**config.mk**
```make
export PLATFORM = sky130hd
export DESIGN_NAME = clt_lane
export DESIGN_NICKNAME = d
export VERILOG_FILES = /design/src/sv/clt_pkg.sv /design/src/sv/clt_lane.sv
export SDC_FILE = /design/constraint.sdc
export NUM_CORES = 2
export LEC_CHECK = 0
export BUFFER_PORTS_ARGS = -buffer_cell sky130_fd_sc_hd__buf_2
export CAP_MARGIN = 25
export CORE_MARGIN = 2
export CORE_UTILIZATION = 65
export CTS_CLUSTER_DIAMETER = 50
export DETAILED_ROUTE_END_ITERATION = 12
export PLACE_DENSITY = 0.82
export SYNTH_ARGS = -nofsm -noshare
export SYNTH_HDL_FRONTEND = slang
export SYNTH_SLANG_ARGS = --single-unit
export TNS_END_PERCENT = 10
```
**constraint.sdc**
```tcl
create_clock -name clk -period 18.1 [get_ports clk]
set_input_delay 3.62 -clock clk [delete_from_list [all_inputs] [get_ports clk]]
set_output_delay 3.62 -clock clk [all_outputs]
set_load 0.005 [all_outputs]
```
**src/sv/clt_pkg.sv**
```systemverilog
// ---------------------------------------------------------------------------
// clt_pkg: shared types and constants
// Field widths, register indexes, phase codes and the lane control group of
// the calibrated leak threshold monitor.
// ---------------------------------------------------------------------------
`default_nettype none
package clt_pkg;
  localparam int SAMPLE_W = 24;
  localparam int LIMIT_W  = 28;
  localparam int MARGIN_W = 20;
  localparam int MULT_W   = 4;
  localparam int CCOUNT_W = 5;
  localparam int CFG_IDX_W = 2;
  localparam int CFG_DATA_W = 20;
  localparam int PHASE_W = 2;

  localparam logic [CFG_IDX_W-1:0] REG_CAL_COUNT = 2'd0;
  localparam logic [CFG_IDX_W-1:0] REG_DEV_MULT  = 2'd1;
  localparam logic [CFG_IDX_W-1:0] REG_V_MARGIN  = 2'd2;
  localparam logic [CFG_IDX_W-1:0] REG_R_MARGIN  = 2'd3;

  localparam logic [CCOUNT_W-1:0] CAL_COUNT_RST = 5'd15;
  localparam logic [MULT_W-1:0]   DEV_MULT_RST  = 4'd4;
  localparam logic [MARGIN_W-1:0] V_MARGIN_RST  = 20'd512;
  localparam logic [MARGIN_W-1:0] R_MARGIN_RST  = 20'd128;

  localparam logic [PHASE_W-1:0] PHASE_CAL   = 2'd0;
  localparam logic [PHASE_W-1:0] PHASE_WATCH = 2'd1;
  localparam logic [PHASE_W-1:0] PHASE_HALT  = 2'd2;

  // Deviation used when only one pair calibrates, in 24.8.
  localparam logic [31:0] SINGLE_STDEV_FX = 32'd5000 << 8;
  localparam int MIN_FOR_DEV = 2;
  localparam logic [LIMIT_W-1:0] LIMIT_MAX = {LIMIT_W{1'b1}};

  typedef struct packed {
    logic wr;
    logic start;
  } clt_ctrl_t;
endpackage
`default_nettype wire

```
**src/sv/clt_lane.sv**
```systemverilog
// ---------------------------------------------------------------------------
// clt_lane: one channel of the threshold calculation
// Stores calibration samples, tracks the peak and running sum, then derives
// mean, sample deviation and limit with a shared serial divider and a serial
// square root.
// ---------------------------------------------------------------------------
`default_nettype none
module clt_lane import clt_pkg::*; #(
  parameter int MAX_SAMPLES = 16,
  localparam int CW = $clog2(MAX_SAMPLES + 1),
  localparam int AW = $clog2(MAX_SAMPLES)
) (
  input  wire logic                clk,
  input  wire logic                rst_n,
  input  wire clt_ctrl_t           ctrl,
  input  wire logic [SAMPLE_W-1:0] sample,
  input  wire logic [AW-1:0]       wr_idx,
  input  wire logic [CW-1:0]       n,
  input  wire logic [MULT_W-1:0]   mult,
  input  wire logic [MARGIN_W-1:0] margin,
  output logic                     idle,
  output logic [LIMIT_W-1:0]       limit
);
  localparam int SW = SAMPLE_W + CW;
  localparam logic [2:0] L_IDLE = 3'd0, L_LOAD = 3'd1, L_MEAN = 3'd2, L_WALK = 3'd3,
                         L_VAR = 3'd4, L_SQRT = 3'd5, L_LIM = 3'd6;

  logic [SAMPLE_W-1:0] mem [MAX_SAMPLES];
  logic [SAMPLE_W-1:0] rd_data_r;
  logic [2:0]  state_r;
  logic [SW-1:0] sum_r;
  logic [SAMPLE_W-1:0] peak_r;
  logic [LIMIT_W-1:0] limit_r;
  logic [5:0]  step_r;
  logic [63:0] dq_r, dq_nxt;
  logic [CW-1:0] rem_r, rem_nxt, div_r;
  logic [CW:0] rem_sh;
  logic        div_ge;
  logic [31:0] mean_r, stdev_r;
  logic [CW-1:0] issue_r;
  logic        v1_r, v2_r, v3_r;
  logic [31:0] d_r, s_fx;
  logic [63:0] sq_r, acc_r;
  logic [63:0] sv_r;
  logic [31:0] root_r, root_nxt;
  logic [33:0] srem_r, srem_nxt, srem_sh, trial;
  logic        issuing;
  logic [36:0] lim_sum;

  // One restoring division step.
  always_comb begin
    rem_sh = {rem_r, dq_r[63]};
    div_ge = rem_sh >= {1'b0, div_r};
    rem_nxt = div_ge ? CW'(rem_sh - {1'b0, div_r}) : rem_sh[CW-1:0];
    dq_nxt = {dq_r[62:0], div_ge};
  end

  // One square root digit.
  always_comb begin
    srem_sh = {srem_r[31:0], sv_r[63:62]};
    trial = {root_r, 2'b01};
    if (srem_sh >= trial) begin
      srem_nxt = srem_sh - trial;
      root_nxt = {root_r[30:0], 1'b1};
    end else begin
      srem_nxt = srem_sh;
      root_nxt = {root_r[30:0], 1'b0};
    end
  end

  assign issuing = (state_r == L_WALK) && (issue_r < n);
  assign s_fx = {rd_data_r, 8'b0};
  assign lim_sum = {5'b0, peak_r, 8'b0} + {1'b0, 32'(mult) * 36'(stdev_r)}
                 + {9'b0, margin, 8'b0};

  always_ff @(posedge clk) begin
    if (ctrl.wr) begin
      mem[wr_idx] <= sample;
    end
    if (issuing) begin
      rd_data_r <= mem[issue_r[AW-1:0]];
    end
    d_r <= (s_fx >= mean_r) ? s_fx - mean_r : mean_r - s_fx;
    sq_r <= 64'(d_r) * 64'(d_r);
  end

  always_ff @(posedge clk) begin
    if (!rst_n) begin
      state_r <= L_IDLE;
      sum_r   <= '0;
      peak_r  <= '0;
      limit_r <= '0;
      v1_r    <= 1'b0;
      v2_r    <= 1'b0;
      v3_r    <= 1'b0;
    end else begin
      if (ctrl.wr) begin
        sum_r <= sum_r + SW'(sample);
        if (sample > peak_r) peak_r <= sample;
      end
      v1_r <= issuing;
      v2_r <= v1_r;
      v3_r <= v2_r;
      if (v3_r) acc_r <= acc_r + {8'b0, sq_r[63:8]};
      unique case (state_r)
        L_IDLE: begin
          if (ctrl.start) state_r <= L_LOAD;
        end
        L_LOAD: begin
          if (32'(n) < MIN_FOR_DEV) begin
            stdev_r <= SINGLE_STDEV_FX;
            state_r <= L_LIM;
          end else begin
            dq_r    <= 64'({sum_r, 8'b0});
            rem_r   <= '0;
            div_r   <= n;
            step_r  <= '0;
            state_r <= L_MEAN;
          end
        end
        L_MEAN: begin
          dq_r   <= dq_nxt;
          rem_r  <= rem_nxt;
          step_r <= step_r + 6'd1;
          if (step_r == 6'd63) begin
            mean_r  <= dq_nxt[31:0];
            issue_r <= '0;
            acc_r   <= '0;
            state_r <= L_WALK;
          end
        end
        L_WALK: begin
          if (issuing) begin
            issue_r <= issue_r + CW'(1);
          end else if (!v1_r && !v2_r && !v3_r) begin
            dq_r    <= acc_r;
            rem_r   <= '0;
            div_r   <= n - CW'(1);
            step_r  <= '0;
            state_r <= L_VAR;
          end
        end
        L_VAR: begin
          dq_r   <= dq_nxt;
          rem_r  <= rem_nxt;
          step_r <= step_r + 6'd1;
          if (step_r == 6'd63) begin
            // Variance is clipped to 56 bits before the scale by 256.
            sv_r    <= (|dq_nxt[63:56]) ? {{56{1'b1}}, 8'b0} : {dq_nxt[55:0], 8'b0};
            root_r  <= '0;
            srem_r  <= '0;
            step_r  <= '0;
            state_r <= L_SQRT;
          end
        end
        L_SQRT: begin
          sv_r   <= {sv_r[61:0], 2'b00};
          srem_r <= srem_nxt;
          root_r <= root_nxt;
          step_r <= step_r + 6'd1;
          if (step_r == 6'd31) begin
            stdev_r <= root_nxt;
            state_r <= L_LIM;
          end
        end
        L_LIM: begin
          limit_r <= (|lim_sum[36:36]) ? LIMIT_MAX : lim_sum[35:8];
          state_r <= L_IDLE;
        end
        default: state_r <= L_IDLE;
      endcase
    end
  end

  assign idle  = (state_r == L_IDLE);
  assign limit = limit_r;
endmodule
`default_nettype wire

```
==> summary.md <==
| Metric | Value |
|---|---|
| Top delay family on crit path | `adder cells` |
| Via count | `approximately 53,000` |
| Post-synth ARST share | `0%` |
| Hold Buf Count CTS | `0` |
| Hold Path Stages | `1` |
| Outcome | `completed` |
| Worst Clk Skew | `0.0679 ns` |
| WL/cell | `23.2 um` |
| Max_cap viols | `0` |
| Post-synth EDFFs | `741` |
| Synth top area share | `29.0%` |
| Clk slew on worst S/H paths | `0.06 ns` |
| Postcts setup bufs | `0` |
| Measured slew at the worst slew-check pin | `1.07 ns` |
| Nets | `about 8,600` |
| Largest net degree at the start of global routing | `101` |
| Crit-path cells | `buf_4, inv_1, nor2_1, fa_1, fa_1, inv_1, fa_1, fa_1, inv_1, fa_1, inv_1, fa_1, fa_1, fa_1, inv_1, ha_1, nand2_1, or4_1, a2111oi_1, buf_4, or3_1, a31oi_1, xnor2_1` |
| Row count | `125` |
| Crit-path max FO | `28` |
| Synth area leader | `edfxtp_1` |
| Layout area overhead | `7.51%` |
| Number of port buffers | `89` |
| Initial DRC count | `4,902` |
| Post-route DRC | `0` |
| Period utilization | `about 50%` |
| Global-route wire length before repair | `~320,000 um` |
| Critical path class | `flop to flop` |
| Layout cells sized above 1 | `7.63%` |
| All-Layer GR Usage | `34.3%` |
| Max incr delay on CP | `0.63 ns` |
| Total wire length | `201,000 um` |
| Slew Viols, Final | `0` |
| Htree depth | `3` |
| Crit. End Element | `flop` |
| Clock sink total | `916` |
| # resized after CTS | `0` |
| Vias in the first global route | `56,400` |
| RSZ-0062 raised after global routing | `no` |
| Max Fclk | `111 MHz` |
| Synth Net Count | `8,557` |
| Final setup viols | `0` |
| Die area | `between 100,000 and 150,000 um2` |
| DR pass1 iterations | `6` |
| Critical-path top delay cell | `fa_1` |
| Fillers | `roughly 8,000` |
| Worst-Skew Late Latency | `between 0.7 and 0.8 ns` |
| GP Congestion | `0.975` |
| Worst slack, placed | `9.06 ns` |
| Post-Syn Area | `76,600 um2` |
| Final hold vios | `0` |
| Bufs and invs on worst path | `7` |
| Final TNS setup | `0 ns` |
| Initial Utilization | `between 60% and 70%` |
| Final min period | `9.01 ns` |
| Routed Antenna Nets | `0` |
| Final WS setup | `just over 9 ns` |
| Slew margin rel. | `28.6%` |
| CP most frequent cell | `fa_1` |
| Total gr overflow | `0` |
| Synth Flop Type | `edfxtp_1` |
| Clock tree buffer depth | `3` |
| Die H | `approximately 350 um` |
| Final HPWL from detailed placement | `146,000 um` |
| CTS Buf Count | `100` |
| Non-Filler Instances | `8,670` |
| Placed Cells | `8,477` |
| Die width | `347 um` |
| CP arrival | `9.51 ns` |
| Synthesized netlist cell count | `7,051` |
| Mean Syn Cell Area | `around 11 um2` |
| CP Launch Type | `flop` |
| Seq/Total Area, Yosys | `33.6%` |
| Synth top area cells | `edfxtp_1, fa_1, ha_1` |
| Yosys warns | `0` |
| Yosys reg bits | `between 900 and 1,000` |
| CTS tree | `yes` |
| Vias per cell | `between 6 and 7` |
| Synth cell types | `93` |
| Io pins | `90` |
| Antenna violations before repair | `6` |
| Worst min-delay path class | `flop to flop` |
| CTS root buf | `clkbuf_16` |
| Critical path required time | `18.60 ns` |
| Core area | `117,000 um2` |
| Reg2reg path depth | `23` |
| CP Depth | `23` |
layer usage:
metal / routed length [um] / track usage [%] / up-vias
met4: 10300 / 15.1 / 10
met1: 74400 / 43.4 / 26400
met5: 57 / 0 / -
li1: - / - / 23400
met3: 18100 / 6.50 / 573
met2: 98300 / 57.8 / 2672
sequential cells by signal, indices dropped and copies added (netlist names), 24 cells and up:
name and cells:
limit 28, root_r 32, acc_r 64, sum_r 29, mem 384, dq_r 64, d_r 32, mean_r 32
sv_r 56, rd_data_r 24, srem_r 32, stdev_r 32, peak_r 24, sq_r 56
synthesized netlist by cell type, types with 9 or more instances:
library cell  instances
and2_1              279
o31ai_1              12
xor2_1              103
a41oi_1              10
or2_2                10
nand4_1              49
nor3_1               55
a22oi_1              31
a21oi_1             319
or3_1                24
clkbuf_1            242
nand3_1              62
and3_1               30
fa_1                901
nor2_1              458
o21a_1               26
xnor2_1             148
mux2i_1              95
a22o_1               33
nand2_1             577
o21bai_1             40
ha_1                544
nand2b_1             34
edfxtp_1            741
a31o_2               17
a211oi_1             28
o211ai_1             26
dfxtp_1             175
buf_1                24
o21ai_1               9
o21ai_0             175
mux4_2              120
a21o_1              126
a31oi_1              60
nor2b_1              42
inv_1              1257
per-stage QoR:
stage	hold WS [ns]	cell area, um2	util [%]
finish	0.452	82400	70.7
global route	0.478	82400	70.7
CTS	0.449	82300	70.7
detailed placement	0.438	78800	67.6
global placement	0.430	78800	67.6
floorplan	0.371	76600	-
logic make-up after synthesis:
family                     Yosys count  share of synthesized area [%]
AOI/OAI and AO/OA                 1014                           8.55
xor gates and xnor gates           251                           2.87
adders and majority gates         1445                           32.4
buffers and inverters             1532                           7.51
DFF                                916                           33.6
muxes                              219                           4.83
and+or+nand+nor                   1674                           10.2
cell type report:
type	instances	area, um2	area share (%)
antenna	1	2.50	0.00304
clock inverter	72	900	1.09
multi-input combinational	4603	45300	54.9
tap	1524	1910	2.31
inverter	1260	4730	5.74
timing repair buffer	178	1190	1.45
sequential	916	25800	31.3
clock buffer	116	2630	3.20
layout by cell type (no fill, tap or decap), types with 26 or more instances in the layout:
master        n
inv_1      1257
fa_1        901
edfxtp_1    741
nand2_1     577
ha_1        544
nor2_1      440
a21oi_1     318
and2_1      279
o21ai_0     175
dfxtp_1     174
xnor2_1     148
a21o_1      126
mux4_2      120
xor2_1      103
clkbuf_16   101
mux2i_1      95
buf_2        88
buf_4        84
nand3_1      61
a31oi_1      60
nand4_1      49
nor3_1       49
nor2b_1      42
o21bai_1     40
nand2b_1     34
a22o_1       33
a22oi_1      31
and3_1       30
a211oi_1     27
o211ai_1     26
o21a_1       26
worst paths after layout:
kind                start  endpoint  slack (ns)
setup / recovery  d_r[24]  sq_r[50]        9.09
hold / removal       v2_r      v3_r        0.45
setup reg to reg  d_r[24]  sq_r[50]        9.09
hold reg to reg      v2_r      v3_r        0.45
Power is not shown: default switching activity piles up to over one toggle a cycle in this logic, so the estimate is an artifact.
